==> src/hdl/terminal_line_editor_defines.svh <==
// Assertion macros shared by the terminal line editor RTL.
`ifndef TERMINAL_LINE_EDITOR_DEFINES_SVH
`define TERMINAL_LINE_EDITOR_DEFINES_SVH

// Same-cycle implication, sampled on i_clk, off during reset.
`define TLE_ASSERT_IMP(label, ante, cons) \
    label: assert property (@(posedge i_clk) disable iff (!i_rst_n) (ante) |-> (cons)) \
        else $error("terminal_line_editor: check failed");

// Next-cycle implication, sampled on i_clk, off during reset.
`define TLE_ASSERT_NXT(label, ante, cons) \
    label: assert property (@(posedge i_clk) disable iff (!i_rst_n) (ante) |=> (cons)) \
        else $error("terminal_line_editor: check failed");

`endif

==> src/hdl/tle_pkg.sv <==
// Types, codes and echo sequence tables of the terminal line editor.
package tle_pkg;

    localparam logic [1:0] CMD_START = 2'd0;
    localparam logic [1:0] CMD_RX    = 2'd1;
    localparam logic [1:0] CMD_READ  = 2'd2;

    localparam logic [1:0] KIND_ECHO = 2'd0;
    localparam logic [1:0] KIND_DONE = 2'd1;
    localparam logic [1:0] KIND_READ = 2'd2;

    localparam logic [2:0] SEQ_PROMPT = 3'd0;
    localparam logic [2:0] SEQ_ERASE  = 3'd1;
    localparam logic [2:0] SEQ_RUBOUT = 3'd2;
    localparam logic [2:0] SEQ_ECHO   = 3'd3;
    localparam logic [2:0] SEQ_DONE   = 3'd4;
    localparam logic [2:0] SEQ_READ   = 3'd5;

    localparam logic [7:0] CH_ETX   = 8'h03;
    localparam logic [7:0] CH_EOT   = 8'h04;
    localparam logic [7:0] CH_BS    = 8'h08;
    localparam logic [7:0] CH_LF    = 8'h0A;
    localparam logic [7:0] CH_CR    = 8'h0D;
    localparam logic [7:0] CH_NAK   = 8'h15;
    localparam logic [7:0] CH_ESC   = 8'h1B;
    localparam logic [7:0] CH_SPACE = 8'h20;
    localparam logic [7:0] CH_DEL   = 8'h7F;
    localparam logic [7:0] CH_GT    = 8'h3E;
    localparam logic [7:0] CH_LBRK  = 8'h5B;
    localparam logic [7:0] CH_TWO   = 8'h32;
    localparam logic [7:0] CH_K     = 8'h4B;

    typedef struct packed {
        logic [2:0] seq;
        logic [7:0] echo_byte;
        logic [7:0] len;
        logic       rd_ok;
    } t_load;

    function automatic logic [2:0] seq_last(input logic [2:0] seq);
        logic [2:0] r;
        case (seq)
            SEQ_PROMPT: r = 3'd3;
            SEQ_ERASE:  r = 3'd6;
            SEQ_RUBOUT: r = 3'd2;
            default:    r = 3'd0;
        endcase
        return r;
    endfunction

    function automatic logic [7:0] seq_byte(input logic [2:0] seq, input logic [2:0] pos);
        logic [7:0] r;
        r = 8'h00;
        case (seq)
            SEQ_PROMPT: begin
                case (pos)
                    3'd0:    r = CH_CR;
                    3'd1:    r = CH_LF;
                    3'd2:    r = CH_GT;
                    3'd3:    r = CH_SPACE;
                    default: r = 8'h00;
                endcase
            end
            SEQ_ERASE: begin
                case (pos)
                    3'd0:    r = CH_CR;
                    3'd1:    r = CH_ESC;
                    3'd2:    r = CH_LBRK;
                    3'd3:    r = CH_TWO;
                    3'd4:    r = CH_K;
                    3'd5:    r = CH_GT;
                    3'd6:    r = CH_SPACE;
                    default: r = 8'h00;
                endcase
            end
            SEQ_RUBOUT: begin
                case (pos)
                    3'd0:    r = CH_BS;
                    3'd1:    r = CH_SPACE;
                    3'd2:    r = CH_BS;
                    default: r = 8'h00;
                endcase
            end
            default: r = 8'h00;
        endcase
        return r;
    endfunction

endpackage

==> src/hdl/tle_if.sv <==
// Request and response channel interfaces of the terminal line editor.
interface tle_req_if;
    logic       valid;
    logic       ready;
    logic [1:0] command;
    logic [7:0] rx_byte;
    logic [7:0] read_index;

    modport source (output valid, command, rx_byte, read_index, input ready);
    modport sink   (input valid, command, rx_byte, read_index, output ready);
endinterface

interface tle_rsp_if;
    logic       valid;
    logic       ready;
    logic [1:0] out_kind;
    logic [7:0] out_byte;
    logic [7:0] line_length;
    logic       last;

    modport source (output valid, out_kind, out_byte, line_length, last, input ready);
    modport sink   (input valid, out_kind, out_byte, line_length, last, output ready);
endinterface

==> src/hdl/terminal_line_editor.sv <==
// Terminal line editor top level: line buffer memory, edit control and result sequencer.
// Each accepted request is decoded in the cycle it transfers; its results then come out one per
// cycle while o_rsp.ready is high: a read, an echoed character or a line-finished report is 1
// result, a rubout 3, a prompt 4 and a clear-line redraw 7, and a dropped byte none. The next
// request is taken in the cycle the final result of the current one transfers, as the single
// result register holds one item at a time. The line bytes live in a LINE_DEPTH-entry memory
// with a registered read port; read data is ready the cycle after the read request transfers.
`include "terminal_line_editor_defines.svh"

module terminal_line_editor #(
    parameter int LINE_DEPTH = 256
) (
    input  logic       i_clk,
    input  logic       i_rst_n,
    input  logic       i_cfg_we,
    input  logic [7:0] i_cfg_data,
    tle_req_if.sink    i_req,
    tle_rsp_if.source  o_rsp
);

    localparam int AW  = $clog2(LINE_DEPTH);
    localparam int AXW = AW + 8;

    logic [7:0] r_line_mem [LINE_DEPTH];
    logic [7:0] r_rdata;
    logic [7:0] r_line_size;
    logic [7:0] r_count;
    logic       r_open;

    logic [7:0]     n_count;
    logic           n_open;
    logic           acc;
    logic           seq_free;
    logic           ld_en;
    tle_pkg::t_load ld;
    logic           we;
    logic           rd_en;
    logic [7:0]     cap8;
    logic           full;
    logic [7:0]     b;
    logic [AXW-1:0] wr_wide;
    logic [AXW-1:0] rd_wide;
    logic [AW-1:0]  wr_addr;
    logic [AW-1:0]  rd_addr;

    assign i_req.ready = seq_free;
    assign acc         = i_req.valid && seq_free;
    assign b           = i_req.rx_byte;

    assign wr_wide = {{AW{1'b0}}, r_count};
    assign rd_wide = {{AW{1'b0}}, i_req.read_index};
    assign wr_addr = wr_wide[AW-1:0];
    assign rd_addr = rd_wide[AW-1:0];

    assign cap8 = (r_line_size == 8'd0) ? 8'd0 : r_line_size - 8'd1;
    assign full = (r_count >= cap8) || (32'(r_count) >= 32'(LINE_DEPTH - 1));

    always_comb begin
        n_count      = r_count;
        n_open       = r_open;
        ld_en        = 1'b0;
        ld.seq       = tle_pkg::SEQ_DONE;
        ld.echo_byte = b;
        ld.len       = r_count;
        ld.rd_ok     = 1'b0;
        we           = 1'b0;
        rd_en        = 1'b0;
        if (acc) begin
            case (i_req.command)
                tle_pkg::CMD_START: begin
                    n_count = 8'd0;
                    ld_en   = 1'b1;
                    ld.len  = 8'd0;
                    if (r_line_size <= 8'd1) begin
                        n_open = 1'b0;
                        ld.seq = tle_pkg::SEQ_DONE;
                    end else begin
                        n_open = 1'b1;
                        ld.seq = tle_pkg::SEQ_PROMPT;
                    end
                end
                tle_pkg::CMD_READ: begin
                    rd_en    = 1'b1;
                    ld_en    = 1'b1;
                    ld.seq   = tle_pkg::SEQ_READ;
                    ld.rd_ok = (i_req.read_index < r_count);
                end
                tle_pkg::CMD_RX: begin
                    if (r_open) begin
                        if (b inside {tle_pkg::CH_ETX, tle_pkg::CH_EOT, tle_pkg::CH_NAK}) begin
                            n_count = 8'd0;
                            ld_en   = 1'b1;
                            ld.seq  = tle_pkg::SEQ_ERASE;
                            ld.len  = 8'd0;
                        end else if (b inside {tle_pkg::CH_BS, tle_pkg::CH_DEL}) begin
                            if (r_count != 8'd0) begin
                                n_count = r_count - 8'd1;
                                ld_en   = 1'b1;
                                ld.seq  = tle_pkg::SEQ_RUBOUT;
                                ld.len  = r_count - 8'd1;
                            end
                        end else if (b inside {tle_pkg::CH_LF, tle_pkg::CH_CR}) begin
                            n_open = 1'b0;
                            ld_en  = 1'b1;
                            ld.seq = tle_pkg::SEQ_DONE;
                        end else if (b inside {[tle_pkg::CH_SPACE:8'h7E]}) begin
                            if (!full) begin
                                we      = 1'b1;
                                n_count = r_count + 8'd1;
                                ld_en   = 1'b1;
                                ld.seq  = tle_pkg::SEQ_ECHO;
                                ld.len  = r_count + 8'd1;
                            end
                        end
                    end
                end
                default: begin
                    ld_en = 1'b0;
                end
            endcase
        end
    end

    always_ff @(posedge i_clk) begin
        if (!i_rst_n) begin
            r_count     <= 8'd0;
            r_open      <= 1'b0;
            r_line_size <= 8'd64;
        end else begin
            r_count <= n_count;
            r_open  <= n_open;
            if (i_cfg_we) begin
                r_line_size <= i_cfg_data;
            end
        end
    end

    always_ff @(posedge i_clk) begin
        if (we) begin
            r_line_mem[wr_addr] <= b;
        end
        if (rd_en) begin
            r_rdata <= r_line_mem[rd_addr];
        end
    end

    tle_seq u_seq (
        .i_clk     (i_clk),
        .i_rst_n   (i_rst_n),
        .i_load_en (ld_en),
        .i_load    (ld),
        .i_rdata   (r_rdata),
        .o_free    (seq_free),
        .o_rsp     (o_rsp)
    );

    `TLE_ASSERT_IMP(a_len_matches_count, o_rsp.valid, o_rsp.line_length == r_count)
    `TLE_ASSERT_IMP(a_done_closes_line, o_rsp.valid && o_rsp.out_kind == tle_pkg::KIND_DONE,
                    !r_open)
    `TLE_ASSERT_IMP(a_accept_on_final, acc && o_rsp.valid, o_rsp.ready && o_rsp.last)
    `TLE_ASSERT_NXT(a_prompt_starts_cr,
                    acc && i_req.command == tle_pkg::CMD_START && r_line_size > 8'd1,
                    o_rsp.valid && o_rsp.out_byte == tle_pkg::CH_CR)

endmodule

==> src/hdl/tle_seq.sv <==
// Result sequencer: holds one decoded item and plays out its result bytes.
module tle_seq (
    input  logic            i_clk,
    input  logic            i_rst_n,
    input  logic            i_load_en,
    input  tle_pkg::t_load  i_load,
    input  logic [7:0]      i_rdata,
    output logic            o_free,
    tle_rsp_if.source       o_rsp
);

    logic       r_busy;
    logic [2:0] r_seq;
    logic [2:0] r_pos;
    logic [7:0] r_echo;
    logic [7:0] r_len;
    logic       r_rd_ok;
    logic       is_last;
    logic       xfer;

    assign is_last = (r_pos == tle_pkg::seq_last(r_seq));
    assign xfer    = o_rsp.valid && o_rsp.ready;
    assign o_free  = !r_busy || (xfer && is_last);

    assign o_rsp.valid       = r_busy;
    assign o_rsp.last        = is_last;
    assign o_rsp.line_length = r_len;

    always_comb begin
        case (r_seq)
            tle_pkg::SEQ_DONE: o_rsp.out_kind = tle_pkg::KIND_DONE;
            tle_pkg::SEQ_READ: o_rsp.out_kind = tle_pkg::KIND_READ;
            default:           o_rsp.out_kind = tle_pkg::KIND_ECHO;
        endcase
    end

    always_comb begin
        case (r_seq)
            tle_pkg::SEQ_ECHO: o_rsp.out_byte = r_echo;
            tle_pkg::SEQ_READ: o_rsp.out_byte = r_rd_ok ? i_rdata : 8'h00;
            tle_pkg::SEQ_DONE: o_rsp.out_byte = 8'h00;
            default:           o_rsp.out_byte = tle_pkg::seq_byte(r_seq, r_pos);
        endcase
    end

    always_ff @(posedge i_clk) begin
        if (!i_rst_n) begin
            r_busy <= 1'b0;
            r_pos  <= 3'd0;
        end else if (i_load_en) begin
            r_busy <= 1'b1;
            r_pos  <= 3'd0;
        end else if (xfer) begin
            if (is_last) begin
                r_busy <= 1'b0;
            end else begin
                r_pos <= r_pos + 3'd1;
            end
        end
    end

    always_ff @(posedge i_clk) begin
        if (i_load_en) begin
            r_seq   <= i_load.seq;
            r_echo  <= i_load.echo_byte;
            r_len   <= i_load.len;
            r_rd_ok <= i_load.rd_ok;
        end
    end

endmodule
==> src/flat_wrapper.sv <==
// flat-port wrapper written by rule: the top's interface ports become plain ports
module terminal_line_editor_flat 
#(
    parameter int LINE_DEPTH = 256
)
  (i_clk, i_rst_n, i_cfg_we, i_cfg_data, i_req_valid, i_req_command, i_req_rx_byte, i_req_read_index, i_req_ready, o_rsp_valid, o_rsp_out_kind, o_rsp_out_byte, o_rsp_line_length, o_rsp_last, o_rsp_ready);
  tle_req_if i_req_i ();
  tle_rsp_if o_rsp_i ();
  input  logic i_clk;
  input  logic i_rst_n;
  input  logic i_cfg_we;
  input  logic [7:0] i_cfg_data;
  input wire logic [$bits(i_req_i.valid)-1:0] i_req_valid;
  input wire logic [$bits(i_req_i.command)-1:0] i_req_command;
  input wire logic [$bits(i_req_i.rx_byte)-1:0] i_req_rx_byte;
  input wire logic [$bits(i_req_i.read_index)-1:0] i_req_read_index;
  output wire logic [$bits(i_req_i.ready)-1:0] i_req_ready;
  output wire logic [$bits(o_rsp_i.valid)-1:0] o_rsp_valid;
  output wire logic [$bits(o_rsp_i.out_kind)-1:0] o_rsp_out_kind;
  output wire logic [$bits(o_rsp_i.out_byte)-1:0] o_rsp_out_byte;
  output wire logic [$bits(o_rsp_i.line_length)-1:0] o_rsp_line_length;
  output wire logic [$bits(o_rsp_i.last)-1:0] o_rsp_last;
  input wire logic [$bits(o_rsp_i.ready)-1:0] o_rsp_ready;
  assign i_req_i.valid = i_req_valid;
  assign i_req_i.command = i_req_command;
  assign i_req_i.rx_byte = i_req_rx_byte;
  assign i_req_i.read_index = i_req_read_index;
  assign i_req_ready = i_req_i.ready;
  assign o_rsp_valid = o_rsp_i.valid;
  assign o_rsp_out_kind = o_rsp_i.out_kind;
  assign o_rsp_out_byte = o_rsp_i.out_byte;
  assign o_rsp_line_length = o_rsp_i.line_length;
  assign o_rsp_last = o_rsp_i.last;
  assign o_rsp_i.ready = o_rsp_ready;
  terminal_line_editor #(.LINE_DEPTH(LINE_DEPTH)) u_core (.i_clk(i_clk), .i_rst_n(i_rst_n), .i_cfg_we(i_cfg_we), .i_cfg_data(i_cfg_data), .i_req(i_req_i), .o_rsp(o_rsp_i));
endmodule
==> config.mk <==
export PLATFORM = sky130hd
export DESIGN_NAME = terminal_line_editor_flat
export DESIGN_NICKNAME = d
export VERILOG_FILES = /design/src/hdl/tle_pkg.sv /design/src/hdl/tle_if.sv /design/src/hdl/terminal_line_editor.sv /design/src/hdl/tle_seq.sv /design/src/flat_wrapper.sv
export VERILOG_INCLUDE_DIRS = /design/src /design/src/hdl
export SDC_FILE = /design/constraint.sdc
export NUM_CORES = 2
export LEC_CHECK = 0
export BUFFER_PORTS_ARGS = -buffer_cell sky130_fd_sc_hd__buf_4
export CORE_ASPECT_RATIO = 1.75
export CORE_MARGIN = 1.5
export CORE_UTILIZATION = 40
export CTS_CLUSTER_DIAMETER = 80
export DETAILED_ROUTE_END_ITERATION = 12
export GPL_TIMING_DRIVEN = 0
export SKIP_CTS_REPAIR_TIMING = 1
export SLEW_MARGIN = 20
export SYNTH_ARGS = -nofsm -noshare
export SYNTH_HDL_FRONTEND = slang
export SYNTH_SLANG_ARGS = --single-unit
export TNS_END_PERCENT = 50
==> constraint.sdc <==
create_clock -name i_clk -period 10.6 [get_ports i_clk]
set_clock_uncertainty 0.15 [all_clocks]
set_input_delay 2.65 -clock i_clk [delete_from_list [all_inputs] [get_ports i_clk]]
set_output_delay 2.65 -clock i_clk [all_outputs]
set_load 0.005 [all_outputs]
==> load_flow_metrics.sql <==
INSERT INTO impl_metrics (metric_group, metric, value, unit) VALUES
('sta', 'setup_viol_count_final', '0', ''),
('power_and_ir_drop', 'power_leakage', '0.0285', 'uW'),
('yosys', 'synth-seq-area-share', '76.5', '%'),
('yosys', 'post_synth.cell_area_avg', '20.6', 'um2'),
('yosys', 'commonest_register_cell_after_synthesis', 'sky130_fd_sc_hd__edfxtp_1', ''),
('yosys', 'post_synth_instance_area', '82100', 'um2'),
('global_routing', 'grt_max_degree', '125', ''),
('detailed_routing', 'routed_wl', '262000', 'um'),
('detailed_routing', 'detailedRoute.firstPassIterationCount', '6', ''),
('detailed_routing', 'via_count', '42800', ''),
('yosys', 'synth_top_area_share', '76.0', '%'),
('power_and_ir_drop', 'netSwitchingFraction', '21.9', '%'),
('floorplan', 'num_io_pins', '52', ''),
('global_routing', 'globalRouteTotalUtil', '24.9', '%'),
('clocking', 'numClockSinks', '2097', ''),
('yosys', 'yosys_register_bits', '2097', ''),
('detailed_routing', 'antenna_violating_nets_post_route', '0', ''),
('clocking', 'cts.root.buffer_cell', 'sky130_fd_sc_hd__clkbuf_16', ''),
('setup_path', 'critPathLaunchType', 'input port', ''),
('setup_path', 'worst-path-max-fanout', '10', ''),
('setup_path', 'critical-path-max-stage-delay', '1.02', 'ns'),
('final_layout', 'final_util', '45.5', '%'),
('sta', 'slew-limit-headroom', '19.0', '%'),
('placement', 'routabilityCongestion', '0.942', ''),
('placement', 'place_area', '86800', 'um2'),
('detailed_routing', 'initialDrtViolationCount', '5277', ''),
('sta', 'rsz0062_at_grt', 'false', ''),
('final_layout', 'fraction_of_final_layout_cells_sized_beyond_drive_strength_1', '23.4', '%'),
('min_path', 'timing.hold.worst.class', 'flop to flop', ''),
('final_layout', 'layout.cells.most_common', 'sky130_fd_sc_hd__edfxtp_1', ''),
('power_and_ir_drop', 'power.total', '16800', 'uW'),
('power_and_ir_drop', 'p_int', '13100', 'uW'),
('global_routing', 'grt_first_pass_wirelength', '353000', 'um'),
('power_and_ir_drop', 'power-per-cell-area', '181', 'nW/um2'),
('clocking', 'tritoncts', 'built', ''),
('floorplan', 'die_outline_area', '208000', 'um2'),
('detailed_routing', 'drt-vias-per-instance', '6.05', ''),
('power_and_ir_drop', 'clock_power_share', '40.2', '%'),
('setup_path', 'cp_data_required_time', '11.11', 'ns'),
('detailed_routing', 'post-route-drc-count', '0', ''),
('floorplan', 'die_width', '345', 'um'),
('sta', 'timing.setup.tns', '0', 'ns'),
('clocking', 'numCtsBuffers', '181', ''),
('floorplan', 'design.core.area', '204000', 'um2'),
('setup_path', 'cp_top_family', 'compound AO/OA/AOI/OAI gates', ''),
('yosys', 'ys_top_cells_by_area', 'sky130_fd_sc_hd__edfxtp_1 (76%), sky130_fd_sc_hd__mux4_2 (13%), sky130_fd_sc_hd__nor2_1 (1.4%)', ''),
('setup_path', 'logic_depth_of_the_worst_register_to_register_path', '12', ''),
('floorplan', 'fp-row-count', '219', ''),
('setup_path', 'crit_path_top_delay_cell', 'sky130_fd_sc_hd__nor4_1', ''),
('final_layout', 'mostFrequentLayoutCells', 'sky130_fd_sc_hd__edfxtp_1 (2,076), sky130_fd_sc_hd__mux4_2 (487), sky130_fd_sc_hd__nor2_1 (294)', ''),
('clocking', 'cts-htree-levels', '4', ''),
('yosys', 'synth_cell_type_count', '89', ''),
('setup_path', 'worstSetupPathDepth', '10', ''),
('run_status', 'run_status', 'completed', ''),
('final_layout', 'syn2layout_area_growth', '12.9', '%'),
('detailed_routing', 'wl_per_cell', '37.0', 'um'),
('setup_path', 'end_kind', 'flop', ''),
('placement', 'detailedPlacementHpwl', '183000', 'um'),
('power_and_ir_drop', 'vdd_ir_drop_max', '0.146', 'mV'),
('setup_path', 'path_buf_inv', '3', ''),
('setup_path', 'regToRegEndpoint', 'u_core.r_line_mem[139][3]$_DFFE_PP_', ''),
('placement', 'placement.io_buffers', '49', ''),
('global_routing', 'vias_in_the_first_global_route', '43300', ''),
('yosys', 'synth_instances', '3987', ''),
('final_layout', 'final_net_count', '4317', ''),
('sta', 'report.final.hold_viol_count', '0', ''),
('setup_path', 'setup.reg_to_reg.worst_slack', '4.36', 'ns'),
('sta', 'timing.final.crit_period', '7.28', 'ns'),
('sta', 'maxClockFrequency', '137', 'MHz'),
('clocking', 'clock_input_transition_at_the_sequential_cells_of_the_worst_setup_and_hold_paths', '0.07', 'ns'),
('sta', 'worst-slew-pin-transition', '1.21', 'ns');
routing by layer:
metal,share of wire (%),track usage [%]
met5,0.0046,0.0464
met4,8.9,19.3
met3,7.2,4.07
met2,52,43.9
met1,32,26.4
sequential cells by signal, summed over array words and instances, names as in the netlist:
signal and count:
u_core.r_count 8, u_core.r_line_mem 2048, u_core.r_line_size 8, u_core.r_open 1
u_core.r_rdata 8, u_core.u_seq.o_rsp.line_length 8, u_core.u_seq.o_rsp.valid 1, u_core.u_seq.r_echo 8
u_core.u_seq.r_pos 3, u_core.u_seq.r_rd_ok 1, u_core.u_seq.r_seq 3
area by class of cell:
type,instances,area (um2),area share [%]
clock inverter,115,1170,1.26
inverter,22,82.6,0.0891
buffer,237,1270,1.37
tap,2652,3320,3.58
sequential,2097,62800,67.7
multi-input combinational,1638,18100,19.5
antenna,22,55.1,0.0594
timing repair buffer,82,1300,1.40
clock buffer,205,4640,5.01
power groups by stage:
stage                     Sequential [uW]  Clock, uW  Combinational, uW
after floorplan                      9300          0                414
after detailed placement             9300          0                915
after global routing                 9110       7060                940
after global placement               9320          0                870
final                                9120       6750                921
after CTS                            9120       6780                916
tightest hold or removal path, cell delays in order, from the launching register on:
cell,delay [ns]
sky130_fd_sc_hd__dfxtp_1,0.33
sky130_fd_sc_hd__mux2i_1,0.13
sky130_fd_sc_hd__nor2b_1,0.06
cells by family (layout without fill, tap and decap cells):
| logic type | count (synthesis) | in the layout | synth area share (%) |
|---|---|---|---|
| muxes | 579 | 579 | 14.5 |
| and+or+nand+nor | 587 | 587 | 3.29 |
| AOI/OAI and AO/OA | 431 | 431 | 3.67 |
| DFF | 2097 | 2097 | 76.5 |
| xor gates and xnor gates | 6 | 6 | 0.0640 |
| other | 1 | 30 | 0.00457 |
| buffers and inverters | 259 | 661 | 1.59 |
| adders and majority gates | 27 | 27 | 0.412 |
cells in the mapped netlist, drive strengths merged, types with 11 or more instances:
| master | number |
|---|---|
| edfxtp | 2076 |
| mux4 | 487 |
| nor2 | 297 |
| clkbuf | 128 |
| o22ai | 124 |
| nand2 | 113 |
| buf | 108 |
| a22oi | 88 |
| mux2i | 80 |
| a21oi | 52 |
| a211oi | 39 |
| nor3 | 35 |
| ha | 27 |
| a31oi | 25 |
| o21ai | 23 |
| inv | 22 |
| dfxtp | 21 |
| nand3 | 21 |
| or2 | 20 |
| nor2b | 16 |
| a22o | 13 |
| nand2b | 13 |
| nor4 | 13 |
| mux2 | 12 |
| and2 | 11 |
metrics by stage:
step | cells | setup slack [ns]
after global routing | 7063 | 3.39
after global placement | 6695 | 0.445
final | 7070 | 3.32
after CTS | 7048 | 3.63
after floorplan | 3994 | 5.04
after detailed placement | 6728 | 2.79
worst min path at each step:
stage	end	slack, ns	cells after the start
2_1_floorplan	u_core.r_line_size[6]$_SDFFE_PN1P_	0.35	2
3_3_place_gp	u_core.u_seq.o_rsp.valid$_SDFFE_PN0P_	0.38	2
3_5_place_dp	u_core.r_line_size[3]$_SDFFE_PN0P_	0.40	2
4_1_cts	u_core.r_line_size[3]$_SDFFE_PN0P_	0.41	2
5_1_grt	u_core.r_line_size[3]$_SDFFE_PN0P_	0.44	2
6_report	u_core.r_line_size[3]$_SDFFE_PN0P_	0.41	2
Note: power is estimated with default switching activity, not from simulation.
